--- src/sv/rtovs_pkg.sv ---
// rtovs_pkg: shared types and constants for the rectangle table hit-test block
// holds the item and result transaction structs, command codes and defaults
// no dependencies
`default_nettype none

package rtovs_pkg;

    // default sizing handed to the top level parameters
    localparam int MAX_ENTRIES_DEF = 16;
    localparam int COORD_BITS_DEF  = 16;

    // field widths fixed by the interface
    localparam int FIELD_W  = 16;
    localparam int CFG_W    = 5;
    localparam int CMD_W    = 2;
    localparam int EIDX_W   = 4;
    localparam int MIDX_W   = 4;
    localparam int SCORE_W  = 17;

    // score saturation point
    localparam int SCORE_MAX = 131071;

    // command codes
    localparam logic [CMD_W-1:0] CMD_WRITE   = 2'd0;
    localparam logic [CMD_W-1:0] CMD_OVERLAP = 2'd1;
    localparam logic [CMD_W-1:0] CMD_POINT   = 2'd2;

    // input transaction
    typedef struct packed {
        logic [CMD_W-1:0]          cmd;
        logic [EIDX_W-1:0]         entry_index;
        logic signed [FIELD_W-1:0] rect_left;
        logic signed [FIELD_W-1:0] rect_top;
        logic signed [FIELD_W-1:0] rect_right;
        logic signed [FIELD_W-1:0] rect_bottom;
        logic signed [FIELD_W-1:0] point_x;
        logic signed [FIELD_W-1:0] point_y;
    } item_t;

    // result transaction
    typedef struct packed {
        logic                found;
        logic [MIDX_W-1:0]   match_index;
        logic [SCORE_W-1:0]  best_score;
    } result_t;

    // sequencer states, one-hot
    typedef enum logic [2:0] {
        S_IDLE = 3'b001,
        S_SCAN = 3'b010,
        S_DONE = 3'b100
    } state_t;

endpackage

`default_nettype wire

--- src/sv/rect_table_overlap_select.sv ---
// A write, an unused command or a query with nothing to search goes straight to the
// done step; any other query reads the searched entries, one table read a cycle, then
// clips, scores and finishes. One transaction at a time: the input stalls after each
// accepted item until its result is registered, longer while an earlier result waits.
// Reset: rst_n clears the sequencer, the searched-entry count and the output valid;
// the rectangle table has no reset and must be written before it is searched.
// top level: rectangle table with best-overlap and point hit-test queries
// depends on rtovs_pkg
`default_nettype none

module rect_table_overlap_select
    import rtovs_pkg::*;
#(
    parameter int MAX_ENTRIES = MAX_ENTRIES_DEF,
    parameter int COORD_BITS  = COORD_BITS_DEF
)
(
    input  wire logic             clk,
    input  wire logic             rst_n,
    // item channel
    input  wire logic             item_valid,
    output logic                  item_stall,
    input  wire item_t            item,
    // result channel
    output logic                  result_valid,
    input  wire logic             result_stall,
    output result_t               result,
    // configuration write channel
    input  wire logic             cfg_valid,
    output logic                  cfg_ready,
    input  wire logic [CFG_W-1:0] cfg_data
);

    localparam int CB    = COORD_BITS;
    localparam int IDX_W = (MAX_ENTRIES > 1) ? $clog2(MAX_ENTRIES) : 1;
    localparam int CNT_W = $clog2(MAX_ENTRIES + 1);
    localparam int ROW_W = 4 * CB;

    // handshakes
    logic item_accept;
    logic result_take;

    // sequencer and configuration
    state_t             state_reg, state_next;
    logic [CFG_W-1:0]   count_reg;
    logic [CNT_W-1:0]   n_cnt;
    logic [IDX_W-1:0]   last_c;

    // scan control
    logic               issuing_reg, issuing_next;
    logic [IDX_W-1:0]   addr_reg;
    logic [IDX_W-1:0]   last_reg;
    logic               rdv_reg, rdv_next;
    logic               s1v_reg, s1v_next;

    // table memory and read stage
    logic [ROW_W-1:0]   mem [MAX_ENTRIES];
    logic [ROW_W-1:0]   rd_data_reg;
    logic [IDX_W-1:0]   rd_idx_reg;

    // latched query
    logic [CMD_W-1:0]   cmd_reg;
    logic signed [CB-1:0] q_x1_reg, q_y1_reg, q_x2_reg, q_y2_reg, px_reg, py_reg;

    // converted input coordinates
    logic signed [CB-1:0] in_x1, in_y1, in_x2, in_y2, in_px, in_py;
    logic [IDX_W-1:0]     wr_addr;
    logic                 wr_in_range;

    // stage 1: intersection extents and point test
    logic signed [CB-1:0] r_x1, r_y1, r_x2, r_y2;
    logic signed [CB-1:0] ix1, iy1, ix2, iy2;
    logic signed [CB:0]   dx_c, dy_c;
    logic                 hit_c;
    logic signed [CB:0]   dx_reg, dy_reg;
    logic                 hit_reg;
    logic [IDX_W-1:0]     s1_idx_reg;

    // stage 2: score and selection
    logic [CB:0]          sum_c;
    logic [SCORE_W-1:0]   score_c;
    logic                 pos_c;
    logic                 found_reg;
    logic [IDX_W-1:0]     idx_reg;
    logic [SCORE_W-1:0]   best_reg;

    // output register
    logic                 result_valid_reg;
    result_t              result_reg;

    assign item_stall   = (state_reg != S_IDLE);
    assign item_accept  = item_valid && !item_stall;
    assign result_valid = result_valid_reg;
    assign result       = result_reg;
    assign result_take  = result_valid_reg && !result_stall;
    assign cfg_ready    = 1'b1;

    // coordinates wrapped to the internal width
    assign in_x1 = CB'(item.rect_left);
    assign in_y1 = CB'(item.rect_top);
    assign in_x2 = CB'(item.rect_right);
    assign in_y2 = CB'(item.rect_bottom);
    assign in_px = CB'(item.point_x);
    assign in_py = CB'(item.point_y);

    assign wr_addr     = IDX_W'(item.entry_index);
    assign wr_in_range = (32'(item.entry_index) < MAX_ENTRIES);

    // searched entry count, saturated at table size
    always_comb
    begin
        if (32'(count_reg) > MAX_ENTRIES)
            n_cnt = CNT_W'(MAX_ENTRIES);
        else
            n_cnt = CNT_W'(count_reg);
        last_c = IDX_W'(n_cnt - CNT_W'(1));
    end

    // configuration register
    always_ff @(posedge clk or negedge rst_n)
    begin
        if (!rst_n)
            count_reg <= '0;
        else if (cfg_valid && cfg_ready)
            count_reg <= cfg_data;
    end

    // table write port
    always_ff @(posedge clk)
    begin
        if (item_accept && item.cmd == CMD_WRITE && wr_in_range)
            mem[wr_addr] <= {in_x1, in_y1, in_x2, in_y2};
    end

    // table read port, one entry per cycle during the scan
    always_ff @(posedge clk)
    begin
        if (state_reg == S_SCAN && issuing_reg)
        begin
            rd_data_reg <= mem[addr_reg];
            rd_idx_reg  <= addr_reg;
        end
    end

    // sequencer next state
    always_comb
    begin
        state_next   = state_reg;
        issuing_next = issuing_reg;
        rdv_next     = 1'b0;
        s1v_next     = rdv_reg;
        case (state_reg)
            S_IDLE:
            begin
                if (item_accept)
                begin
                    if ((item.cmd == CMD_OVERLAP || item.cmd == CMD_POINT) && n_cnt != '0)
                    begin
                        state_next   = S_SCAN;
                        issuing_next = 1'b1;
                    end
                    else
                        state_next = S_DONE;
                end
            end
            S_SCAN:
            begin
                if (issuing_reg)
                begin
                    rdv_next = 1'b1;
                    if (addr_reg == last_reg)
                        issuing_next = 1'b0;
                end
                else if (!rdv_reg && !s1v_reg)
                    state_next = S_DONE;
            end
            S_DONE:
            begin
                if (!result_valid_reg || result_take)
                    state_next = S_IDLE;
            end
            default:
            begin
                state_next   = S_IDLE;
                issuing_next = 1'b0;
            end
        endcase
    end

    // control registers
    always_ff @(posedge clk or negedge rst_n)
    begin
        if (!rst_n)
        begin
            state_reg   <= S_IDLE;
            issuing_reg <= 1'b0;
            rdv_reg     <= 1'b0;
            s1v_reg     <= 1'b0;
            addr_reg    <= '0;
        end
        else
        begin
            state_reg   <= state_next;
            issuing_reg <= issuing_next;
            rdv_reg     <= rdv_next;
            s1v_reg     <= s1v_next;
            if (item_accept)
                addr_reg <= '0;
            else if (state_reg == S_SCAN && issuing_reg)
                addr_reg <= addr_reg + IDX_W'(1);
        end
    end

    // latch the query on acceptance
    always_ff @(posedge clk)
    begin
        if (item_accept)
        begin
            cmd_reg  <= item.cmd;
            q_x1_reg <= in_x1;
            q_y1_reg <= in_y1;
            q_x2_reg <= in_x2;
            q_y2_reg <= in_y2;
            px_reg   <= in_px;
            py_reg   <= in_py;
            last_reg <= last_c;
        end
    end

    // stage 1: clip entry against query, test point
    always_comb
    begin
        r_x1 = rd_data_reg[4*CB-1 -: CB];
        r_y1 = rd_data_reg[3*CB-1 -: CB];
        r_x2 = rd_data_reg[2*CB-1 -: CB];
        r_y2 = rd_data_reg[CB-1 -: CB];
        ix1  = (r_x1 > q_x1_reg) ? r_x1 : q_x1_reg;
        iy1  = (r_y1 > q_y1_reg) ? r_y1 : q_y1_reg;
        ix2  = (r_x2 < q_x2_reg) ? r_x2 : q_x2_reg;
        iy2  = (r_y2 < q_y2_reg) ? r_y2 : q_y2_reg;
        dx_c = (CB+1)'(ix2) - (CB+1)'(ix1);
        dy_c = (CB+1)'(iy2) - (CB+1)'(iy1);
        hit_c = (r_x1 <= px_reg) && (px_reg < r_x2) && (r_y1 <= py_reg) && (py_reg < r_y2);
    end

    always_ff @(posedge clk)
    begin
        if (rdv_reg)
        begin
            dx_reg     <= dx_c;
            dy_reg     <= dy_c;
            hit_reg    <= hit_c;
            s1_idx_reg <= rd_idx_reg;
        end
    end

    // stage 2: score with saturation
    always_comb
    begin
        pos_c = !dx_reg[CB] && (dx_reg != '0) && !dy_reg[CB] && (dy_reg != '0);
        sum_c = {1'b0, dx_reg[CB-1:0]} + {1'b0, dy_reg[CB-1:0]};
        if (33'(sum_c) > 33'(SCORE_MAX))
            score_c = SCORE_W'(SCORE_MAX);
        else
            score_c = SCORE_W'(sum_c);
    end

    // running selection, cleared per transaction
    always_ff @(posedge clk)
    begin
        if (item_accept)
        begin
            found_reg <= 1'b0;
            idx_reg   <= '0;
            best_reg  <= '0;
        end
        else if (s1v_reg)
        begin
            if (cmd_reg == CMD_OVERLAP)
            begin
                if (pos_c && score_c > best_reg)
                begin
                    found_reg <= 1'b1;
                    idx_reg   <= s1_idx_reg;
                    best_reg  <= score_c;
                end
            end
            else if (hit_reg && !found_reg)
            begin
                found_reg <= 1'b1;
                idx_reg   <= s1_idx_reg;
            end
        end
    end

    // output register
    always_ff @(posedge clk or negedge rst_n)
    begin
        if (!rst_n)
            result_valid_reg <= 1'b0;
        else if (state_reg == S_DONE && (!result_valid_reg || result_take))
            result_valid_reg <= 1'b1;
        else if (result_take)
            result_valid_reg <= 1'b0;
    end

    always_ff @(posedge clk)
    begin
        if (state_reg == S_DONE && (!result_valid_reg || result_take))
        begin
            result_reg.found       <= found_reg;
            result_reg.match_index <= MIDX_W'(idx_reg);
            result_reg.best_score  <= best_reg;
        end
    end

endmodule

`default_nettype wire

--- config.mk ---
export PLATFORM = sky130hd
export DESIGN_NAME = rect_table_overlap_select
export DESIGN_NICKNAME = d
export VERILOG_FILES = /design/src/sv/rtovs_pkg.sv /design/src/sv/rect_table_overlap_select.sv
export SDC_FILE = /design/constraint.sdc
export NUM_CORES = 1
export LEC_CHECK = 0
export BUFFER_PORTS_ARGS = -buffer_cell sky130_fd_sc_hd__buf_2
export CORE_AREA = 4 4 431 433
export DETAILED_ROUTE_END_ITERATION = 8
export DIE_AREA = 0 0 435 437
export GPL_TIMING_DRIVEN = 0
export MAX_ROUTING_LAYER = met4
export PLACE_DENSITY = 0.4
export SLEW_MARGIN = 20
export SYNTH_ARGS = -nofsm -noshare
export SYNTH_HDL_FRONTEND = slang
export SYNTH_SLANG_ARGS = --single-unit
--- constraint.sdc ---
create_clock -name clk -period 18.2 [get_ports clk]
set_input_delay 3.64 -clock clk [delete_from_list [all_inputs] [get_ports clk]]
set_output_delay 3.64 -clock clk [all_outputs]
set_load 0.01 [all_outputs]
==> Yosys cells after proc, flatten, opt, wreduce, memory -nomap -nowiden <==
Memories as Yosys holds them, arrays and structs flattened. A register that Yosys moved wholly into a read port is not among the register bits.
Cells that the tools add are included.
{ "totals": {"reg_bits": 205, "ramBits": 1024, "input_bits": 112, "wordCells": 123, "memories": 1} }
{ "classes": {"addsub": 5, "magnitude_cmp": 10, "n_eq_ne": 14, "n_mux": 30, "bitwise_logic": 1, "n_reduce_logical": 36} }
{ "mem_list": {"columns": ["name", "words", "width", "rd", "rd_clocked_by_memory_dff", "wr", "line", "source"], "rows": [
  ["mem", 16, 64, 1, 1, 1, "rect_table_overlap_select.sv:57", "logic [ROW_W-1:0] mem [MAX_ENTRIES];"]
]} }
{ "ops": {"columns": ["cell", "n"], "rows": [
  ["$lt 16x16->1", 4],
  ["$mux 16", 4],
  ["$reduce_bool 17->1", 2],
  ["$sub 16x16->17", 2],
  ["$gt 16x16->1", 2],
  ["$le 16x16->1", 2],
  ["$mux 4", 5],
  ["$add 16x16->17", 1],
  ["$gt 17x17->1", 1],
  ["$logic_and 1x1->1", 15],
  ["$mux 3", 5],
  ["$mux 1", 13],
  ["$pmux 3 s3", 1],
  ["$reduce_and 3->1", 3],
  ["$logic_not 1->1", 8],
  ["$ne 2x1->1 const B", 3],
  ["$ne 2x2->1 const B", 3],
  ["$reduce_bool 2->1", 3],
  ["$gt 5x5->1 const B", 1],
  ["$mux 5", 1],
  ["$reduce_bool 5->1", 1],
  ["$add 4x1->4 const B", 1],
  ["$eq 2x1->1 const B", 2],
  ["$eq 4x4->1", 1],
  ["other kinds (11)", 12]
]} }

==> Longest topological paths before layout <==
Gate-level depths: netlist of run 1.
{ "depth": {"ltp_word": 7, "depth_mapped": 18} }

==> Least setup slack after synthesis of run 1 <==
OpenSTA, ideal clock, no wires.
{ "synth_timing": {"path_kind": "input to register", "start": "input item_valid", "end": "memory mem[0][0] (netlist name) (enable)", "setup_time_ns": 0.565, "arrival_time_ns": 8.932, "slack_ns": 8.702, "path_stages": 6, "n_path_buf": 0, "cell_sequence": "nand3b_1 -> or2_2 -> clkinv_1 -> nand2_1 -> or3_1 -> nor3_1"} }
{ "synth_via": {"elab_chain_cells": 4} }
{ "synth_lines": {"columns": ["element", "line", "source"], "rows": [
  ["start: declaration", "rect_table_overlap_select.sv:21", "input wire logic item_valid,"],
  ["$logic_and 1x1->1", "rect_table_overlap_select.sv:92", "assign item_accept = item_valid && !item_stall;"],
  ["$logic_and 1x1->1", "rect_table_overlap_select.sv:131", "if (item_accept && item.cmd == CMD_WRITE && wr_in_range)"],
  ["$mux 1", "rect_table_overlap_select.sv:131", null],
  ["$mux 1 (implied by the code)", "rect_table_overlap_select.sv:132", "mem[wr_addr] <= {in_x1, in_y1, in_x2, in_y2};"],
  ["end: declaration", "rect_table_overlap_select.sv:57", null]
]} }
Every way passes these cells.

==> Final worst setup path of run 1 <==
{ "layout_timing": {"start": "input item_valid", "end": "memory mem[0][14] (netlist name) (enable)"} }
Same word-level chain as after synthesis.

==> results of run 1 <==
==> stage by stage <==
stage | hold slack, ns | util [%]
after global placement | 0.402 | 31.9
after floorplan | 0.400 | -
after detailed placement | 0.405 | 33.0
final | 0.422 | 35.6
after CTS | 0.418 | 35.6
after global routing | 0.425 | 35.6
==> power by group through the flow <==
stage | Sequential (uW) | Clock, uW | Combinational (uW)
after floorplan | 3500 | 0 | 719
after global placement | 3560 | 0 | 1080
after detailed placement | 3530 | 0 | 1140
after CTS | 3470 | 2970 | 1140
after global routing | 3480 | 3090 | 1240
final | 3470 | 2870 | 1130
==> Yosys cell counts, types with 4 or more instances <==
cell type,number
edfxtp_1,1255
mux4_2,320
ha_1,192
inv_1,170
mux2i_1,92
nand2_1,85
nor2_1,77
clkbuf_1,68
a21oi_1,62
o21ai_0,45
nand4_1,39
buf_2,34
a21o_1,32
xnor2_1,24
dfxtp_1,22
nor3_1,21
a211oi_1,18
nand2b_1,18
nand3_1,17
xor2_1,17
a22o_1,16
dfrtp_1,15
o21a_1,15
o311ai_0,15
o211ai_1,13
nor2b_1,11
nor4_1,10
a2111oi_0,9
o31ai_1,9
mux2_2,8
a31oi_1,7
and3_1,7
nor3b_1,6
a221oi_1,5
buf_4,5
nand3b_1,5
or3_1,5
and2_1,4
buf_1,4
o2111ai_1,4
o21bai_1,4
==> critical path: stages <==
cell and delay, ns:
buf_2 0.10, nand3b_1 0.11, or2_2 0.31, clkinv_1 0.21
nand2_1 0.15, or3_1 0.49, nor3_2 0.48, buf_4 0.29
buf_4 0.23, buf_4 0.22, buf_6 0.15, buf_4 0.20
buf_4 0.20
==> worst max-delay path by stage <==
stage                from                    to  slack (ns)  cells past startpoint
4_1_cts        item_valid  mem[0][16]$_DFFE_PP_       11.95                     13
3_5_place_dp   item_valid  mem[0][19]$_DFFE_PP_       11.10                     13
3_3_place_gp   item_valid  mem[4][26]$_DFFE_PP_        0.82                      8
5_1_grt        item_valid  mem[0][14]$_DFFE_PP_       11.79                     13
6_report       item_valid  mem[0][14]$_DFFE_PP_       11.89                     13
2_1_floorplan  item_valid   mem[0][0]$_DFFE_PP_        8.70                      6
==> area by class of cell <==
cell class | count | area, um^2 | area share [%]
Antenna cell | 5 | 12.5 | 0.0193
Sequential cell | 1293 | 38500 | 59.5
Buffer | 112 | 504 | 0.778
Timing Repair Buffer | 245 | 2560 | 3.95
Multi-Input combinational cell | 1270 | 14800 | 22.9
Tap cell | 2385 | 2980 | 4.61
Clock buffer | 182 | 3840 | 5.93
Clock inverter | 85 | 877 | 1.35
Inverter | 171 | 642 | 0.991
==> cell families (layout without fill, tap and decap cells) <==
group / count (synthesis) / count (layout) / share of synthesized area [%]
adder cells (fa/ha/maj): 195 / 195 / 4.53
buffers and inverters: 283 / 795 / 2.08
AND/OR/NAND/NOR: 314 / 314 / 2.85
flip-flops: 1293 / 1293 / 70.9
multiplexers: 420 / 420 / 15.1
XOR/XNOR: 41 / 41 / 0.660
AO/OA/AOI/OAI: 299 / 299 / 3.89
other: 1 / 6 / 0.00690
==> layer usage <==
| layer | wire [um] | GRT usage (%) |
|---|---|---|
| met4 | 4250 | 5.11 |
| met5 | 0 | - |
| met2 | 75600 | 26.8 |
| met1 | 70500 | 22.5 |
| met3 | 6570 | 2.44 |
==> run metrics, run 1 <==
outcome complete, no violations; Post-layout nets 3,548; Leakage Power 0.0216 uW; Post-Syn Nets 3,153; switching power 1990 uW; first-pass GRT wire length 222 mm; DPL Wire Length 116 mm; Max Fclk 0.159 GHz; worst skew pair latency 0.80 ns; die area 190,000 um^2; crit path time final 6.31 ns; total number of H-tree levels 4; Synth area leaders edfxtp_1, mux4_2, ha_1, mux2i_1, inv_1; Critical Path AT 6.81 ns; Yosys top cell by area edfxtp_1; top-level port count 137; Clock Path Buffers 3; Final Slew Violations 0; dpl cells 5,476; Final Wtd Congestion 0.878; Netlist Area Pre-Place 54,400 um^2; Yosys top cell area share 69.3%; number of post-CTS setup repair buffers 0; row count 157; cells after synthesis 2,846; Post-synth ARST share 1.24%; worst hold-check path type flip-flop to flip-flop; vias 28,400; final wirelength 157 mm; final instance area 64,800 um^2; worst-path fanout max 8; unrepaired setup endpoints after global routing false; number of global-route vias before repair 29,500; CP Launch Type input pin; final hold violation count 0; Crit Path Category input pin to flip-flop; worst r2r src rd_data_reg[35]$_DFFE_PP_; core box area 182,000 um^2; power share of the clock group 38.4%; Switching Fraction 26.6%; total chip power 7470 uW; Largest register FFs 1,024; CTS buffer count 148; initial antenna violation count 18; Finished Layout Cells 5,748; ys flop type edfxtp_1; hold path endpoint s1_idx_reg[2]$_DFFE_PP_; post-synthesis sequential area ratio 70.9%; Avg Cell Area, Syn 19.1 um^2; clock skew 0.0247 ns; Residual DRC 0; fraction of layout cells with a size suffix above 1 25.4%; number of synthesized flops with an enable pin 1,255; Ys Warns 0; final setup fails 0; commonest non-fill, non-tap cell in the layout edfxtp_1; maxcap violations 0; final antenna-violating net count 0; Fillers 16,800; setup ws final 11.89 ns; Sink Count 1,293; HP Start rd_idx_reg[2]$_DFFE_PP_; maximum vdd ir drop 0.0000728 V; Post-Place Setup Slack 11.10 ns; #FFs+latches synth 1,293; Slew headroom 22.0%; Cell Pwr Density 115 nW/um^2; largest net degree at the start of global routing 36; clock tree from TritonCTS done; initial cell density of the core 29.9%; Initial DRT Pass Iterations 6; Die Height 437 um; slew at the pin closest to its max-slew limit 1.16 ns; CP required 18.70 ns; FF-to-FF End dy_reg[12]$_DFFE_PP_; Routed wire per std cell 27.3 um; Yosys cell types 77; hold-critical path depth 0; nature of the critical path endpoint flip-flop; Reg power frac 46.5%; most frequent cells in the layout edfxtp_1, mux4_2, ha_1, inv_1, buf_2; Via density 4.94; gr ovfl total 0; Final Cycle Share 34.7%; cts hold-fix bufs 0; 1st-iter DRT viols 2,265; area delta synth->final 19.1%; Die Width 435 um; Clock Tree Root clkbuf_16; FF-to-FF path depth 15; Post-CTS Resized 0; total track usage 16.9%; combinational power share 15.1%; Fin Setup TNS 0 ns; PortBufs 135; Post-Place Cell Area 60,000 um^2; FF-to-FF setup slack 13.14 ns; clock-pin slew on the worst setup and hold paths 0.06 ns; internal cell power 5480 uW
Note: power is estimated with default switching activity, not from simulation.
==> inputs of run 2 (changes only) <==
Clock period 18.2 ns to 6.61 ns, I/O delays scaled along.
==> run 2 against run 1 <==
  * Total power rose to 2.7 times the previous value
  * Critical path depth rose by 3
  * Clock-buffer cell count up 4
  * Hold slack got worse by 0.0052 ns
  * Routed wire length increased by 2.2%
  * Largest power group unchanged
==> run metrics, run 2 (same netlist as run 1, synthesis figures left out) <==
area delta synth->final 18.8%; Final Slew Violations 0; total number of H-tree levels 4; vias 28,800; commonest non-fill, non-tap cell in the layout edfxtp_1; Switching Fraction 26.0%; core box area 182,000 um^2; Critical Path AT 5.56 ns; Via density 5.03; fraction of layout cells with a size suffix above 1 25.1%; Die Width 435 um; Clock Path Buffers 3; number of global-route vias before repair 29,800; Largest register FFs 1,024; final antenna-violating net count 0; unrepaired setup endpoints after global routing false; Fillers 16,800; Post-layout nets 3,531; Leakage Power 0.0215 uW; initial antenna violation count 12; cts hold-fix bufs 0; worst-path fanout max 7; Initial DRT Pass Iterations 7; maximum vdd ir drop 0.000196 V; Post-Place Cell Area 60,000 um^2; initial cell density of the core 29.9%; top-level port count 137; switching power 5320 uW; worst skew pair latency 0.78 ns; slew at the pin closest to its max-slew limit 1.20 ns; worst hold-check path type flip-flop to flip-flop; row count 157; CP required 7.10 ns; nature of the critical path endpoint flip-flop; Die Height 437 um; setup ws final 1.55 ns; Cell Pwr Density 317 nW/um^2; Worst path max stage delay 0.55 ns; dpl cells 5,459; multi-input logic area 14,900 um^2; Routed wire per std cell 28.0 um; Register Area 38,500 um^2; gr ovfl total 0; final instance area 64,600 um^2; clock tree from TritonCTS done; final hold slack 0.416 ns; worst path cell trace ha_1 -> and4_1 -> nand2_1 -> a221oi_1 -> a2111oi_0 -> a21oi_2 -> mux2_2 -> ha_1 -> inv_1 -> fa_1 -> a21o_1 -> a21oi_1 -> o21ai_0 -> a31oi_1 -> o21ai_0 -> xor2_1; total track usage 17.2%; Finished Layout Cells 5,721; internal cell power 15,100 uW; Sink Count 1,293; largest net degree at the start of global routing 42; Post-CTS Resized 0; combinational power share 15.1%; Final Wtd Congestion 0.863; Residual DRC 0; DPL Wire Length 116 mm; Crit Path Category flip-flop to flip-flop; final setup fails 0; most frequent cells in the layout edfxtp_1, mux4_2, ha_1, inv_1, buf_2; Reg power frac 46.7%; maxcap violations 0; clock skew 0.0279 ns; power share of the clock group 38.2%; clock-pin slew on the worst setup and hold paths 0.06 ns; Max Fclk 0.198 GHz; PortBufs 135; crit path time final 5.06 ns; CP Launch Type flip-flop; CTS buffer count 147; first-pass GRT wire length 226 mm; Final Cycle Share 76.6%; final wirelength 160 mm; final hold violation count 0; outcome complete, no violations; slowest CP cell a2111oi_0; Post-Place Setup Slack 1.56 ns; 1st-iter DRT viols 2,441; die area 190,000 um^2; Slew headroom 19.7%; number of post-CTS setup repair buffers 0; Clock Tree Root clkbuf_16
## run 2: cell types whose count changed in the layout (fill, tap and decap cells not counted), sizes merged
cell    before  now
buf        289  273
bufinv       8   10
clkbuf     250  254
clkinv      63   51
diode        5    6
inv        182  176
## run 2: path summary, 6_finish.rpt
check | startpoint | end | slack, ns | cells after the start
max reg2reg | rd_data_reg[41]$_DFFE_PP_ | dy_reg[12]$_DFFE_PP_ | 1.55 | 16
min in group asynchronous | rst_n | result_valid$_DFFE_PN0P_ | 0.46 | 1
max in group asynchronous | rst_n | state_reg[0]$_DFFE_PN1P_ | 5.84 | 1
min | rd_idx_reg[1]$_DFFE_PP_ | s1_idx_reg[1]$_DFFE_PP_ | 0.42 | 0
max | rd_data_reg[41]$_DFFE_PP_ | dy_reg[12]$_DFFE_PP_ | 1.55 | 16
min reg2reg | rd_idx_reg[1]$_DFFE_PP_ | s1_idx_reg[1]$_DFFE_PP_ | 0.42 | 0
## run 2: cell type report
class                      count  area share [%]
sequential                  1293            59.7
multi-input combinational   1270            23.0
clock buffer                 186            6.04
tap                         2385            4.62
timing repair buffer         229            3.83
clock inverter                69            1.05
inverter                     171           0.994
buffer                       112           0.785
antenna                        6          0.0232
## run 2: metrics by stage
step	util [%]	setup TNS, ns	power (uW)
after CTS	35.5	0	20700
after floorplan	-	0	11600
after global placement	31.9	-3687.91	12800
after detailed placement	32.9	0	12800
final	35.5	0	20500
after global routing	35.5	0	21400
## run 2: critical path, delay by kind of cell (launching register included)
family	cells	cell delay, ns
simple gates	2	0.31
mux	1	0.37
xor+xnor	1	0.18
flops	1	0.54
buf+inv	1	0.06
fa+ha+maj	3	1.03
compound gates	8	2.29
## run 2: routing by layer
metal  global-route usage, %  wire length (um)  vias to the layer above
li1                        -                 -                    12400
met1                    22.8             72100                    15400
met2                    27.5             76900                      728
met3                    2.54              6110                      255
met4                    5.72              5190                        0
met5                       -                 0                        -
## run 2: power groups by stage
| stage | combinational, uW | clock [uW] | sequential [uW] |
|---|---|---|---|
| after floorplan | 1980 | 0 | 9640 |
| after detailed placement | 3110 | 0 | 9730 |
| after CTS | 3120 | 8060 | 9560 |
| final | 3080 | 7820 | 9560 |
| after global routing | 3390 | 8410 | 9570 |
| after global placement | 2960 | 0 | 9800 |
